<file path="config.mk">
export PLATFORM = sky130hd
export DESIGN_NAME = rsmp_mac
export DESIGN_NICKNAME = d
export VERILOG_FILES = /design/src/rtl/rsmp_pkg.sv /design/src/rtl/rsmp_mac.sv
export SDC_FILE = /design/constraint.sdc
export NUM_CORES = 2
export LEC_CHECK = 0
export ABC_AREA = 1
export BUFFER_PORTS_ARGS = -buffer_cell sky130_fd_sc_hd__buf_2
export CORE_MARGIN = 1.5
export CORE_UTILIZATION = 47
export CTS_CLUSTER_SIZE = 12
export DETAILED_ROUTE_END_ITERATION = 16
export HOLD_SLACK_MARGIN = 0.02
export SYNTH_ARGS = -nofsm -noshare
export SYNTH_HDL_FRONTEND = slang
export SYNTH_SLANG_ARGS = --single-unit
export TNS_END_PERCENT = 30
</file>
<file path="constraint.sdc">
create_clock -name clk -period 2.85 [get_ports clk]
set_input_delay 0.285 -clock clk [delete_from_list [all_inputs] [get_ports clk]]
set_output_delay 0.285 -clock clk [all_outputs]
set_load 0.02 [all_outputs]
</file>
<file path="src/rtl/rsmp_pkg.sv">
`timescale 1ns / 1ps
// ----------------------------------------------------------------------------
// rsmp_pkg
// Types and constants of the polyphase rational resampler.
// ----------------------------------------------------------------------------
package rsmp_pkg;

    localparam logic [1:0] CFG_INTERP = 2'd0;
    localparam logic [1:0] CFG_DECIM  = 2'd1;
    localparam logic [1:0] CFG_TAPS   = 2'd2;

    localparam logic MODE_PUSH = 1'b0;
    localparam logic MODE_COEF = 1'b1;

    localparam int RESULT_CAP = 64;

    typedef enum logic [2:0] {
        ST_IDLE,
        ST_START,
        ST_MOD,
        ST_MAC,
        ST_DRAIN,
        ST_EMIT
    } state_t;

    typedef struct packed {
        logic signed [15:0] i;
        logic signed [15:0] q;
    } sample_t;

    typedef struct packed {
        logic shift;
        logic rotate;
    } cell_ctrl_t;

endpackage

</file>
<file path="src/rtl/rsmp_mac.sv">
`timescale 1ns / 1ps
// ----------------------------------------------------------------------------
// rsmp_mac
// Complex-by-real multiply accumulate with round half up and saturation.
// ----------------------------------------------------------------------------
module rsmp_mac
    import rsmp_pkg::*;
#(
    parameter int ACC_W = 38
)
(
    input  logic               clk,
    input  logic               rst_n,
    input  logic               clear,
    input  logic               in_en,
    input  logic signed [15:0] coef,
    input  sample_t            samp,
    output logic signed [15:0] res_i,
    output logic signed [15:0] res_q
);

    localparam logic signed [ACC_W-1:0] MAXV = ACC_W'(32767);
    localparam logic signed [ACC_W-1:0] MINV = ~MAXV;
    localparam logic signed [ACC_W-1:0] HALF = ACC_W'(16384);

    logic                      en_reg;
    logic signed [31:0]        prod_i_reg;
    logic signed [31:0]        prod_q_reg;
    logic signed [ACC_W-1:0]   acc_i_reg;
    logic signed [ACC_W-1:0]   acc_q_reg;
    logic signed [ACC_W-1:0]   rnd_i;
    logic signed [ACC_W-1:0]   rnd_q;

    always_ff @(posedge clk or negedge rst_n)
    begin
        if (!rst_n)
        begin
            en_reg <= 1'b0;
        end
        else
        begin
            en_reg <= in_en;
        end
    end

    always_ff @(posedge clk)
    begin
        prod_i_reg <= coef * samp.i;
        prod_q_reg <= coef * samp.q;
        if (clear)
        begin
            acc_i_reg <= '0;
            acc_q_reg <= '0;
        end
        else if (en_reg)
        begin
            acc_i_reg <= acc_i_reg + ACC_W'(prod_i_reg);
            acc_q_reg <= acc_q_reg + ACC_W'(prod_q_reg);
        end
    end

    assign rnd_i = (acc_i_reg + HALF) >>> 15;
    assign rnd_q = (acc_q_reg + HALF) >>> 15;

    always_comb
    begin
        if (rnd_i > MAXV)
            res_i = 16'sh7fff;
        else if (rnd_i < MINV)
            res_i = -16'sh8000;
        else
            res_i = rnd_i[15:0];
        if (rnd_q > MAXV)
            res_q = 16'sh7fff;
        else if (rnd_q < MINV)
            res_q = -16'sh8000;
        else
            res_q = rnd_q[15:0];
    end

endmodule

</file>
## Word level (Yosys, flattened, before mapping)

Index checks and enable logic that the tools add are counted.

- Bits in registers: 141
- Output and inout port bits: 32
- Word-level logic and storage cells: 19
- Input bits: 52

- Mux-type cells: 4
- Add/subtract/negate cells: 4
- $mul: 2
- $lt $le $gt $ge: 4

Operators by type and width:

| kind | number |
|---|---|
| $add 38x16->38 const B | 2 |
| $add 38x32->38 | 2 |
| $mul 16x16->32 | 2 |
| $mux 16 | 4 |
| $gt 23x16->1 const B | 2 |
| $lt 23x16->1 const B | 2 |

## Longest topological paths before layout

- Word-level depth: 4
- Gate-level depth with buffers: 25
- Depth with buffers taken out: 23

## Worst setup path before layout

OpenSTA, ideal clock, no wires.

- Path type: input -> register
- Start: input port samp[3] in the netlist's numbering
- End: register prod_q_reg[31]
- Buffers on the path: 2
- Arrival: 5.578 ns
- Required time: 2.738 ns
- Setup slack: -2.840 ns
- Setup time: 0.112 ns
- Cell stages on the path: 21
- Cell sequence: clkbuf_1 -> clkbuf_1 -> nand2_1 -> inv_1 -> fa_1 -> fa_1 -> fa_1 -> fa_1 -> fa_1 -> inv_1 -> fa_1 -> inv_1 -> ha_1 -> a21oi_1 -> o21ai_0 -> a21oi_1 -> nor2_1 -> or2_2 -> a21oi_1 -> nand2b_1 -> nand2_1

- Word-level cells in the longest chain between the ends: 1

Ends and longest elaborated chain:

| what | line | text |
|---|---|---|
| start: declaration | rsmp_mac.sv:17 | `input sample_t samp,` |
| $mul 16x16->32 | rsmp_mac.sv:49 | `prod_q_reg <= coef * samp.q;` |
| end signal: assignment | rsmp_mac.sv:49 |  |
| end: declaration | rsmp_mac.sv:28 | `logic signed [31:0] prod_q_reg;` |

Every way passes these cells.
A chain may end at the register's enable or synchronous reset.

## Worst setup path after layout

- Start: input port coef[15]
- End: register prod_i_reg[31]

- Word-level cells in the longest chain between the ends: 1

Ends and longest elaborated chain:

| what | line | text |
|---|---|---|
| start: declaration | rsmp_mac.sv:16 | `input logic signed [15:0] coef,` |
| $mul 16x16->32 | rsmp_mac.sv:48 | `prod_i_reg <= coef * samp.i;` |
| end signal: assignment | rsmp_mac.sv:48 |  |
| end: declaration | rsmp_mac.sv:27 | `logic signed [31:0] prod_i_reg;` |

Every way passes these cells.

==> metrics.md <==
| Metric | Value |
|---|---|
| Status | finished with violations |
| Failing checks | negative setup slack |
| 1st-iter DRT viols | 1556 |
| Post-route setup slack | -2.08 ns |
| Fillers | 6231 |
| Via density | 4.94 |
| Overflow after GRT | 0 |
| Xor/xnor share of the synthesized area | 3.39% |
| Synthesized instance count | 4503 |
| Final setup skew | 0.0138 ns |
| Startpoint types | input port |
| CTS max path bufs | 2 |
| Antenna violations before repair | 0 |
| Final nets | 5735 |
| Number of cell rows | 95 |
| Compound-Gate Fraction of Synth Area | 6.73% |
| Vias | 28.6k |
| Post-synth EDFFs | 0 |
| Adder-cell area share of the yosys netlist | 42.7% |
| RSZ-0062 raised after global routing | yes |
| Worst Setup End Kind | flop |
| Final GP Congestion | 0.968 |
| CP arrival | 5.29 ns |
| Design area | 39800 um^2 |
| CP most frequent cell | fa_1 |
| Post-route DRC | 0 |
| Crit Path Class | in -> reg |
| Multi-input gate area | 26200 um^2 |
| Main combinational cell family by area after synthesis | adder cells |
| Worst skew pair latency | 0.46 ns |
| Max Freq | 0.203 GHz |
| Final Max Tran Viols | 0 |
| Initial Util | 47.4% |
| Buf/Inv on CP | 7 |
| Top-count cell post-synth | nand2_1 |
| Clock Root Buffer | clkbuf_16 |
| Async SR Flop Fraction | 0.709% |
| Setup Slack @ Placement | -2.81 ns |
| Buffers on Ports | 83 |
| Worst Path Required | 3.21 ns |
| Worst-path clk slew | 0.07 ns |
| Core area | 66900 um^2 |
| All-Layer GR Usage | 27.5% |
| Number of routed nets with antenna violations | 0 |
| Hpwl dp | 77500 um |
| Family with the most delay on the worst path | adder cells |
| 1st-pass router iterations | 5 |
| Multiplexer fraction of the synthesized cell area | 0% |
| Part of the cycle the worst path needs | 173% |
| Layout cells sized above 1 | 20.9% |
| Die Height | 263 um |
| Clk sinks | 141 |
| Cell taking the most area after synthesis | fa_1 |
| Clock buffer count from CTS | 17 |
| Yosys cell types | 47 |
| CP Max Fanout | 8 |
| Final hold violation count | 0 |
| Area of the die | 69000 um^2 |
| Ports | 84 |
| First-pass GRT wire length | 153000 um |
| Register Area | 2860 um^2 |
| Max Cap Viol | 0 |
| ANT cells | 0 |
| Synthesized Nets | 5321 |
| Vias in the first global route | 29.4k |
| Final setup viols | 69 |
| Final core utilization | 59.5% |
| YS warnings | 0 |
| Die X | 263 um |
| Top-area cell type share of the netlist area | 33.2% |
| Placed Cells | 5703 |
| Largest stage delay on the critical path | 0.70 ns |
| Post-Route WL | 93700 um |
| Synth cell count leaders | 1208 x nand2_1, 1145 x inv_1, 526 x fa_1, 344 x nor2_1, 240 x ha_1 |
| Yosys reg bits | 141 |
| Htree depth | 4 |
| Seq/Total Area, Yosys | 8.92% |
| Post-synth top flop | dfxtp_1 |
| Simple-gate share of the synthesized area | 22.9% |
| Syn_area_per_cell | 7.04 um^2 |
| Largest net degree at the start of global routing | 61 |
| Crit path time final | 4.93 ns |
| Area after DPL | 36400 um^2 |
| Routed length per instance | 16.1 um |
| Area contributors post-synth | fa_1 33%, nand2_1 14%, inv_1 14% |
| Layout area overhead | 25.5% |
| Cell Chain, Critical Path | buf_12 -> buf_12 -> buf_6 -> nand2_4 -> fa_1 -> inv_2 -> fa_2 -> buf_4 -> fa_1 -> fa_1 -> fa_1 -> fa_1 -> ha_4 -> nand2_8 -> nor2_4 -> inv_1 -> nor2_1 -> inv_1 -> or2_4 -> nand2_2 -> nand3b_1 -> nand2_1 |
| Crit-path slowest cell | fa_2 |
| CTS tree | done |
| Worst-Margin Slew | 0.573 ns |
| Post-route insts no fill | 5803 |
| Cell Area, Synth | 31700 um^2 |
| Hold Path Class | in -> async |
| Slew margin rel. | 61.8% |
-- cells in the final DEF, fill, tap and decap left out, types with 38 or more instances in the layout --
master / count
nor2_1: 308
inv_1: 1078
a21oi_1: 133
dfxtp_1: 127
buf_4: 378
ha_4: 53
inv_2: 64
nand4_1: 38
fa_1: 477
ha_1: 182
buf_2: 40
nand2_1: 1131
buf_6: 63
fa_2: 49
o21ai_0: 88
nand3_1: 118
nand2_2: 54
xor2_1: 75
-- what timing repair did --
item | in CTS | in global routing
gates resized for setup | 396 | 198
pin swaps | 187 | 133
hold endpoints to repair | 2 | 0
gates cloned | 5 | 0
buffers inserted | 47 | 16
hold buffers | 2 | 0
endpoints found under the setup margin | 85 | 85
-- cell type report --
type                       count  area share [%]
clock buffer                  18            1.10
clock inverter                14           0.346
inverter                    1150            10.9
multi-input combinational   3074            65.9
sequential                   141            7.18
tap                          873            2.75
timing repair buffer         533            11.9
-- per-stage QoR --
step                      setup TNS, ns  hold WS [ns]
after floorplan                  -94.91       -0.0106
final                            -88.77         0.124
after CTS                        -88.79         0.123
after global routing            -100.40         0.137
after global placement          -126.27        0.0611
after detailed placement        -128.50        0.0608
-- layer usage --
metal | wire length (um) | track usage (%) | part of all wire, % | up-vias
met5 | 0 | 0 | 0 | -
met4 | 1980 | 7.06 | 2.1 | 0
met3 | 3920 | 1.63 | 4.2 | 123
met2 | 44400 | 47.0 | 47 | 704
met1 | 43400 | 38.2 | 46 | 13700
li1 | - | - | - | 14100
-- logic make-up (layout without fill, tap and decap cells) --
| kind of cell | after synthesis | in the layout |
|---|---|---|
| flops | 141 | 141 |
| xor+xnor | 122 | 122 |
| simple gates | 1805 | 1805 |
| fa+ha+maj | 766 | 766 |
| buf+inv | 1288 | 1715 |
| compound gates | 381 | 381 |
-- final timing paths --
check                      slack [ns]                    endpoint                  startpoint  cells after the start
max reg2reg                      0.26  acc_q_reg[28]$_SDFFE_PP0P_   acc_q_reg[0]$_SDFFE_PP0P_                     16
max in group asynchronous        2.63            en_reg$_DFF_PN0_                       rst_n                      2
min reg2reg                      0.52  acc_q_reg[37]$_SDFFE_PP0P_  acc_q_reg[37]$_SDFFE_PP0P_                      2
min in group clk                 0.29       prod_i_reg[0]$_DFF_P_                    samp[16]                      4
max                             -2.08      prod_i_reg[31]$_DFF_P_                    coef[15]                     22
min                              0.12            en_reg$_DFF_PN0_                       rst_n                      2
-- worst reg2reg max path, delay by kind of cell (launching register included) --
family | cells | cell delay [ns]
flip-flops | 1 | 0.34
AO/OA/AOI/OAI | 1 | 0.15
adder cells (fa/ha/maj) | 2 | 0.62
AND/OR/NAND/NOR | 9 | 0.96
buffers and inverters | 4 | 0.43
Power is left out: the tool's default activity adds up to more than one toggle a clock period on the data nets, which glitch-free logic cannot reach.
