$ cat config.mk
export PLATFORM = sky130hd
export DESIGN_NAME = rsmp_cell
export DESIGN_NICKNAME = d
export VERILOG_FILES = /design/src/rtl/rsmp_pkg.sv /design/src/rtl/rsmp_cell.sv
export SDC_FILE = /design/constraint.sdc
export NUM_CORES = 1
export LEC_CHECK = 0
export BUFFER_PORTS_ARGS = -buffer_cell sky130_fd_sc_hd__buf_2
export CAP_MARGIN = 30
export CORE_UTILIZATION = 45
export CTS_CLUSTER_DIAMETER = 200
export DETAILED_ROUTE_END_ITERATION = 8
export HOLD_SLACK_MARGIN = 0.05
export PLACE_DENSITY = 0.94
export SETUP_SLACK_MARGIN = 0.1
export SKIP_CTS_REPAIR_TIMING = 1
export SKIP_LAST_GASP = 1
export SYNTH_ARGS = -nofsm -noshare
export SYNTH_HDL_FRONTEND = slang
export SYNTH_SLANG_ARGS = --single-unit
$ cat constraint.sdc
create_clock -name clk -period 2.15 [get_ports clk]
set_clock_uncertainty 0.15 [all_clocks]
set_input_delay 0.215 -clock clk [delete_from_list [all_inputs] [get_ports clk]]
set_output_delay 0.215 -clock clk [all_outputs]
set_load 0.03 [all_outputs]
$ cat src/rtl/rsmp_pkg.sv
`timescale 1ns / 1ps
// ----------------------------------------------------------------------------
// rsmp_pkg
// Types and constants of the polyphase rational resampler.
// ----------------------------------------------------------------------------
package rsmp_pkg;

    localparam logic [1:0] CFG_INTERP = 2'd0;
    localparam logic [1:0] CFG_DECIM  = 2'd1;
    localparam logic [1:0] CFG_TAPS   = 2'd2;

    localparam logic MODE_PUSH = 1'b0;
    localparam logic MODE_COEF = 1'b1;

    localparam int RESULT_CAP = 64;

    typedef enum logic [2:0] {
        ST_IDLE,
        ST_START,
        ST_MOD,
        ST_MAC,
        ST_DRAIN,
        ST_EMIT
    } state_t;

    typedef struct packed {
        logic signed [15:0] i;
        logic signed [15:0] q;
    } sample_t;

    typedef struct packed {
        logic shift;
        logic rotate;
    } cell_ctrl_t;

endpackage

$ cat src/rtl/rsmp_cell.sv
`timescale 1ns / 1ps
// ----------------------------------------------------------------------------
// rsmp_cell
// One delay line cell: shifts from the previous cell on a push, takes the
// next cell's sample while the line rotates past the MAC.
// ----------------------------------------------------------------------------
module rsmp_cell
    import rsmp_pkg::*;
(
    input  logic       clk,
    input  logic       rst_n,
    input  cell_ctrl_t ctrl,
    input  sample_t    from_prev,
    input  sample_t    from_next,
    output sample_t    value
);

    sample_t value_reg;

    always_ff @(posedge clk or negedge rst_n)
    begin
        if (!rst_n)
        begin
            value_reg <= '0;
        end
        else if (ctrl.shift)
        begin
            value_reg <= from_prev;
        end
        else if (ctrl.rotate)
        begin
            value_reg <= from_next;
        end
    end

    assign value = value_reg;

endmodule

; ---- Word level (Yosys, flattened, before mapping)
; Index checks and enable logic that the tools add are counted.
[word_totals]
regBits = 32
inputBits = 68
output_inout_bits = 32
elab_cells = 5
[op_classes]
n_mux = 2
reduce_logical = 1
[ops]
columns = cell, count
row1 = 32-bit two-way mux, 2
row2 = 2-bit nonzero test, 1

; ---- Longest topological paths before layout
; Gate-level depths: netlist of the first run.
[logic_depth]
depth_word = 2
mapped_depth = 4
depth_no_buf = 2

; ---- Least setup slack after synthesis of the first run
; No wires, ideal clock.
[synth_path]
kind = input to register
from = in ctrl[0] in the netlist's numbering
to = reg value_reg (netlist bit value[10])
setup_ns = 0.120
arrival_time_ns = 0.728
t_required_ns = 1.880
setup_slack_ns = 1.152
stages = 4
path_buffers = 2
path_cell_list = buf_6 -> buf_12 -> mux2i_1 -> o21ai_2
[synth_between]
elab_chain_len = 1
[synth_rtl]
columns = item, line
row1 = "start, declared", rsmp_cell.sv:12  ; input cell_ctrl_t ctrl,
row2 = 2-bit nonzero test (no line), --
row3 = "end signal, assigned", rsmp_cell.sv:28  ; value_reg <= from_prev;
row4 = "end signal, assigned", rsmp_cell.sv:32  ; value_reg <= from_next;
row5 = "end, declared", rsmp_cell.sv:18  ; sample_t value_reg;
; Every way passes these cells.
; A chain may end at the register's enable or synchronous reset.

==> out/summary.txt, run 1 <==
Post-synthesis cell type count: 9
H-tree levels: 2
Gpl congestion: 0.8070
Hold_ws: 0.02593 ns
Final hold violations: 0
Root buf cell: clkbuf_4
Sw power: 0.0004970 W
Placeable core area: 3128 um^2
WHS Endpoint: value[9]$_DFFE_PN0P_
Routed len/inst: 15.23 um
Worst r2r src: value[21]$_DFFE_PN0P_
Reg-to-Reg End: value[21]$_DFFE_PN0P_
Synth Area in Compound Gates: 11.07%
PortBufs: 99
Worst Path Arrival: 1.59 ns
Seq/Total Area, Yosys: 52.85%
Adder-cell share of the synthesized area: 0%
Layout Nets: 360
CP Cell Sequence: mux2i_1 > o21ai_1 > dlygate4sd3_1
DRC Markers: 0
Die height: 60.03 um
Synth warn: 0
DR iter-0 viols: 70
ANT cells: 0
FF/Latch Area: 800.8 um^2
Slew margin rel.: 52.35%
Inserted Clock Buffers: 5
Max reg flops: 32
Full die area: 3603 um^2
Multi-input logic area: 608.1 um^2
Least-Margin Pin Slew: 0.7148 ns
Cell Pwr Density: 592.2 nW/um^2
Avg Inst Size Synth: 10.90 um^2
Maximum clock rate: 0.6545 GHz
First-pass GRT wire length: 5402 um
RSZ-0062 raised after global routing: no
Min-Delay Path Class: in2reg
Simple-Gate Fraction of Synth Area: 7.927%
Drt via density: 4.896
Sink Count: 32
Global route overflow: 0
Setup TNS: 0 ns
Fillers: 193
Clock Latency Late Sink: 0.32 ns
R2r setup slk: 0.62 ns
Worst Path Required: 2.22 ns
Period utilization: 71.06%
Delay-heaviest family, CP: buffers and inverters
Switching Fraction: 32.23%
Post-synthesis mux area share: 21.14%
Initial antenna violation count: 0
Final core utilization: 83.24%
ANT nets after route: 0
Cell area after synthesis: 1515 um^2
CP Launch Type: register
Row cnt: 20
Worst Path Max Fanout: 2
Die width: 60.03 um
Final WS setup: 0.6222 ns
Max clock buf depth: 2
Cells after synthesis: 139
Leak pwr: 1.379 nW
Final WL: 5133 um
Layout cells sized above 1: 37.54%
Min-delay src: from_next[9]
Pint: 0.001045 W
Effective utilization at floorplan: 48.44%
CP max stage delay: 0.56 ns
Worst Reg-to-Reg Cells: 3
CP Capture Type: register
Worst vdd ir: 0.3933 mV
Hold depth: 3
Combinational family with the most area after synthesis: multiplexers
Mapped Nets: 207
Register bit count reported by yosys: 32
Crit. Startpoint: value[21]$_DFFE_PN0P_
Area grow syn2layout: 71.84%
Io pins: 100
Crit Path Class: reg2reg
Crit. path cell count: 3
DP HPWL: 2614 um
Most frequent cells in the layout: buf_2, dlygate4sd3_1, mux2i_1, nand2_1, dfrtp_1
Dpl ws: 0.9000 ns
Status: finished clean
Vias in the first global route: 1242
MaxCap Viol Count: 0
Sequential share of power: 44.8%
1st-pass router iterations: 4
GRT Total Usage: 20.80%
Clock network power share: 23.4%
Detailed-route via count: 1650
XOR/XNOR Fraction of Synth Area: 0%
CP max stage cell: dlygate4sd3_1
Reg clk slew, reported paths: 0.10 ns
Final Max Slew Viols: 0
Final setup vio count: 0
Final min period: 1.528 ns
Most common cell after layout, fill and taps aside: buf_2
Comb power frac: 31.9%
CP Buf/Inv Count: 1
CTS tree: built
Pin count of the biggest net entering global routing: 42
## routing by layer
layer  global-route usage (%)  vias up  wire, um
li1                         -      779         -
met4                    9.635        0       231
met1                    22.87      760      1892
met3                    4.545       22       312
met5                        0        -         0
met2                    37.78       89      2696
## synth_stat cells
library cell	count	area, um^2
buf_12	3	60.06
buf_2	7	35.03
buf_6	1	11.26
dfrtp_1	32	800.8
mux2i_1	32	320.3
nand2_1	32	120.1
o21ai_0	2	10.01
o21ai_1	28	140.1
o21ai_2	2	17.52
## logic make-up after synthesis
group / count (synthesis)
buf+inv: 11
mux: 32
flops: 32
simple gates: 32
compound gates: 32
## layout make-up
class | instances | share of cell area, %
clock buffer | 8 | 2.259
multi-input combinational | 96 | 23.35
sequential | 32 | 30.75
tap | 44 | 2.114
timing repair buffer | 157 | 41.52
## worst min-delay path: cells and delay by family
kind	cells	cell delay, ns
multiplexers	1	0.06
AO/OA/AOI/OAI	1	0.11
buffers and inverters	1	0.08
## metrics by stage
step,instances,instance area [um^2],total power [W]
2_1_floorplan,139,1515,0.0009345
3_3_place_gp,274,1994,0.001061
3_5_place_dp,274,1994,0.001074
4_1_cts,282,2053,0.001426
5_1_grt,337,2604,0.001621
6_report,337,2604,0.001542
## how the worst max path moves through the flow
stage	slack, ns	to
after CTS	0.87	value[13]
final	0.62	value[21]$_DFFE_PN0P_
after global placement	0.94	value[29]$_DFFE_PN0P_
after floorplan	1.15	value[10]$_DFFE_PN0P_
after detailed placement	0.90	value[29]$_DFFE_PN0P_
after global routing	0.56	value[10]$_DFFE_PN0P_
## power groups by stage
stage | clock [W] | sequential [W] | combinational (W)
floorplan | 0 | 0.000810 | 0.000124
global placement | 0 | 0.000693 | 0.000368
detailed placement | 0 | 0.000696 | 0.000379
CTS | 0.000363 | 0.000685 | 0.000378
global route | 0.000399 | 0.000695 | 0.000527
finish | 0.000361 | 0.000690 | 0.000491
No activity file was read; power rests on OpenSTA's default activity.
==> inputs of run 2 (changes only) <==
Settings changed: CORE_UTILIZATION 45 to 41, PLACE_DENSITY 0.94 to 0.88.
Clock period 2.15 ns to 1.49 ns, I/O delays scaled along.
==> run 2 against run 1 <==
  * Die area rose by 9.4%
  * Combinational power up 34%
  * Worst setup slack got worse by 0.28 ns
  * Cell count shrank 0.30%
  * Register-to-register slack worse by 0.04 ns
  * Critical path type is now reg2out
  * Global-route usage shrank 3.1 points
  * Highest routed layer unchanged
  * Critical path depth down 2
  * Sequential power up 44%
  * Sequential share of layout area down 0.22 points
  * Via count shrank 3.5%
  * Clock power increased by 79%
==> out/summary.txt, run 2 (synthesized netlist as in run 1, its figures left out) <==
Period utilization: 76.98%
Io pins: 100
Drt via density: 4.741
Worst r2r src: value[12]$_DFFE_PN0P_
CP Buf/Inv Count: 1
DRC Markers: 0
Maximum clock rate: 0.8718 GHz
Hold depth: 3
Most frequent cells in the layout: buf_2, dlygate4sd3_1, mux2i_1, nand2_1, dfrtp_1
PortBufs: 99
Leak pwr: 1.373 nW
Full die area: 3943 um^2
Sink Count: 32
CP Capture Type: output port
Row cnt: 21
Final hold violations: 0
Delay-heaviest family, CP: flip-flops
CTS tree: built
Final min period: 1.147 ns
GRT Total Usage: 17.71%
Min-Delay Path Class: in2reg
Crit Path Class: reg2out
Slew margin rel.: 54.08%
Least-Margin Pin Slew: 0.6887 ns
Setup TNS: 0 ns
CP Launch Type: register
DP HPWL: 2383 um
Worst Path Arrival: 0.85 ns
Global route overflow: 0
Final setup vio count: 0
R2r setup slk: 0.58 ns
Detailed-route via count: 1593
CP max stage cell: dfrtp_1
Worst vdd ir: 0.5403 mV
Layout Nets: 357
Inserted Clock Buffers: 5
CP max stage delay: 0.39 ns
ANT cells: 0
Pin count of the biggest net entering global routing: 65
Area grow syn2layout: 73.08%
Layout cells sized above 1: 37.59%
Hold_ws: 0.01380 ns
Max clock buf depth: 2
H-tree levels: 2
Cell Pwr Density: 878.1 nW/um^2
First-pass GRT wire length: 5402 um
Max reg flops: 32
Placeable core area: 3442 um^2
Initial antenna violation count: 0
Most common cell after layout, fill and taps aside: buf_2
ANT nets after route: 0
DR iter-0 viols: 47
CP Cell Sequence: buf_2
Vias in the first global route: 1258
Fillers: 252
RSZ-0062 raised after global routing: no
Root buf cell: clkbuf_8
Final WL: 4639 um
Reg clk slew, reported paths: 0.06 ns
Min-delay src: from_next[22]
Worst Path Max Fanout: 2
Routed len/inst: 13.81 um
MaxCap Viol Count: 0
Reg-to-Reg End: value[12]$_DFFE_PN0P_
Worst Path Required: 1.19 ns
Final Max Slew Viols: 0
Gpl congestion: 0.6770
Die height: 62.79 um
Effective utilization at floorplan: 44.02%
Status: finished clean
1st-pass router iterations: 4
Multi-input logic area: 608.1 um^2
FF/Latch Area: 800.8 um^2
WHS Endpoint: value[22]$_DFFE_PN0P_
Clock Latency Late Sink: 0.26 ns
Die width: 62.79 um
Worst Reg-to-Reg Cells: 2
==> run 2: area by class of cell <==
| cell class | instances | share of cell area (%) |
|---|---|---|
| timing repair buffer | 154 | 40.65 |
| sequential | 32 | 30.53 |
| multi-input combinational | 96 | 23.19 |
| clock buffer | 8 | 3.435 |
| tap | 46 | 2.195 |
==> run 2: worst max path at each step <==
| stage | depth (start not counted) | to | from |
|---|---|---|---|
| after global routing | 2 | value[0]$_DFFE_PN0P_ | rst_n |
| after CTS | 1 | value[21] | value[21]$_DFFE_PN0P_ |
| after detailed placement | 4 | value[21]$_DFFE_PN0P_ | ctrl[0] |
| final | 1 | value[3] | value[3]$_DFFE_PN0P_ |
| after floorplan | 2 | value[10]$_DFFE_PN0P_ | value[10]$_DFFE_PN0P_ |
| after global placement | 4 | value[29]$_DFFE_PN0P_ | ctrl[0] |
==> run 2: metrics by stage <==
stage	worst slack, ns	instances	util [%]	total power (W)	cell area (um^2)
floorplan	0.5081	139	-	0.001348	1515
global placement	0.4114	275	58.16	0.001533	2002
detailed placement	0.3746	275	58.16	0.001550	2002
CTS	0.3400	283	60.78	0.002204	2092
global route	0.2876	336	76.19	0.002422	2623
finish	0.3430	336	76.19	0.002303	2623
==> run 2: layer usage <==
metal / up-vias / global-route usage, % / wire length [um]
met2: 64 / 33.56 / 2598
li1: 778 / - / -
met4: 0 / 6.105 / 78
met1: 742 / 18.65 / 1737
met5: - / 0 / 0
met3: 9 / 4.562 / 224
==> run 2: report_power, final <==
part / switching (W) / total, W / internal, W
Combinational: 0.000365 / 0.000660 / 0.000295
Clock: 0.000271 / 0.000647 / 0.000376
Sequential: 0.0000455 / 0.000996 / 0.000950
==> inputs of run 3 (changes only) <==
Clock period 1.49 ns to 1.1 ns, I/O delays scaled along.
==> run 3 against run 2 <==
  * Sequential share of layout area decreased by 4.0 points
  * Clock-buffer cell count unchanged
  * Non-clock buffer count increased by 20
  * Die area unchanged
  * Cell count increased by 6.0%
  * Sequential power increased by 39%
  * Combinational power increased by 77%
  * Final area increased by 15%
  * The run now ends with hold timing, setup timing left
  * Wire length increased by 28%
  * Register-to-register slack got worse by 0.64 ns
  * First-iteration DRC count increased by 89%
  * Critical path depth increased by 2
==> out/summary.txt, run 3 (synthesized netlist as in run 1, its figures left out) <==
Multi-input logic area: 608.1 um^2
DRC Markers: 0
Effective utilization at floorplan: 44.02%
Dpl ws: 0.008403 ns
Min-Delay Path Class: in2reg
Clock Latency Late Sink: 0.27 ns
Placeable core area: 3442 um^2
Layout cells sized above 1: 40.97%
Die height: 62.79 um
Die width: 62.79 um
Least-Margin Pin Slew: 0.3533 ns
GRT Total Usage: 18.26%
Inserted Clock Buffers: 5
Cell Pwr Density: 1141 nW/um^2
DP Cell Count: 278
Final std cells w/o fill: 356
Pin count of the biggest net entering global routing: 33
Hold_ws: -0.01935 ns
Worst Path Max Fanout: 2
DR iter-0 viols: 89
Global route overflow: 0
CTS tree: built
Status: complete, but fails checks
Routed len/inst: 16.71 um
RSZ-0062 raised after global routing: yes
Io pins: 100
Max reg flops: 32
Initial antenna violation count: 0
Failing checks: hold timing, setup timing
H-tree levels: 2
Crit Path Class: reg2reg
1st-pass router iterations: 4
Detailed-route via count: 1741
Final WL: 5948 um
Worst Path Arrival: 1.15 ns
Vias in the first global route: 1237
Min-delay src: from_next[9]
ANT cells: 0
Final min period: 1.157 ns
Worst vdd ir: 0.9179 mV
Period utilization: 105.2%
Worst Path Required: 1.10 ns
Reg-to-Reg End: value[11]$_DFFE_PN0P_
Maximum clock rate: 0.8641 GHz
First-pass GRT wire length: 5561 um
Fillers: 158
Hold depth: 3
Root buf cell: clkbuf_8
Slew margin rel.: 76.45%
Worst Reg-to-Reg Cells: 3
Most frequent cells in the layout: buf_2, dlygate4sd3_1
Pwr Total: 0.003440 W
Sink Count: 32
DP HPWL: 2618 um
FF/Latch Area: 800.8 um^2
WHS Endpoint: value[9]$_DFFE_PN0P_
Worst r2r src: value[11]$_DFFE_PN0P_
Area grow syn2layout: 99.01%
Final WS setup: -0.05722 ns
Layout Nets: 377
Final Max Slew Viols: 0
Leak pwr: 1.543 nW
MaxCap Viol Count: 0
CP Launch Type: register
Final design area excluding fillers: 3015 um^2
PortBufs: 99
Final hold violations: 3
Row cnt: 21
Reg clk slew, reported paths: 0.06 ns
R2r setup slk: -0.06 ns
Most common cell after layout, fill and taps aside: buf_2
Placed Area: 2062 um^2
Full die area: 3943 um^2
Drt via density: 4.890
CP Capture Type: register
Final setup vio count: 1
ANT nets after route: 0
Max clock buf depth: 2
Gpl congestion: 0.6928
==> run 3: changes by cell type in the layout (fill, tap and decap cells not counted) <==
cell           delta
buf_6            +32
dlygate4sd3_1     +2
buf_4            +15
buf_2            -32
buf_12            +3
==> run 3: metal layers <==
layer	track usage [%]	up-vias	wire, um
li1	-	814	-
met1	20.81	813	2008
met2	33.29	90	3310
met3	5.839	24	356
met4	3.488	0	272
met5	0	-	0
==> run 3: power breakdown <==
group	internal, W	switching, W	leakage (nW)	total, W
registers	0.00129	0.0000938	0.386	0.00138
clock network	0.000509	0.000383	0.0455	0.000892
logic	0.000613	0.000554	1.11	0.00117
total	0.00241	0.00103	1.54	0.00344
==> run 3: worst max-delay path, cell delays in order (launching register included) <==
cell     delay [ns]
dfrtp_1        0.40
buf_4          0.14
mux2i_1        0.25
o21ai_1        0.10
==> run 3: stage by stage <==
| step | setup TNS [ns] | utilization (%) |
|---|---|---|
| 6_report | -0.05722 | 87.60 |
| 5_1_grt | -0.2053 | 87.60 |
| 4_1_cts | -0.05445 | 62.52 |
| 3_5_place_dp | 0 | 59.91 |
| 3_3_place_gp | 0 | 59.91 |
| 2_1_floorplan | 0 | - |
==> run 3: cell type report <==
| cell class | count | area share (%) |
|---|---|---|
| Timing Repair Buffer | 174 | 48.38 |
| Sequential cell | 32 | 26.56 |
| Multi-Input combinational cell | 96 | 20.17 |
| Clock buffer | 8 | 2.988 |
| Tap cell | 46 | 1.909 |
==> run 3: worst max-delay path by stage <==
stage / endpoint / start / slack [ns]
after floorplan: value[10]$_DFFE_PN0P_ / value[10]$_DFFE_PN0P_ / 0.12
after global placement: value[29]$_DFFE_PN0P_ / ctrl[0] / 0.07
after detailed placement: value[27]$_DFFE_PN0P_ / ctrl[0] / 0.008
after CTS: value[15] / value[15]$_DFFE_PN0P_ / -0.01
after global routing: value[11]$_DFFE_PN0P_ / value[11]$_DFFE_PN0P_ / -0.07
final: value[11]$_DFFE_PN0P_ / value[11]$_DFFE_PN0P_ / -0.06
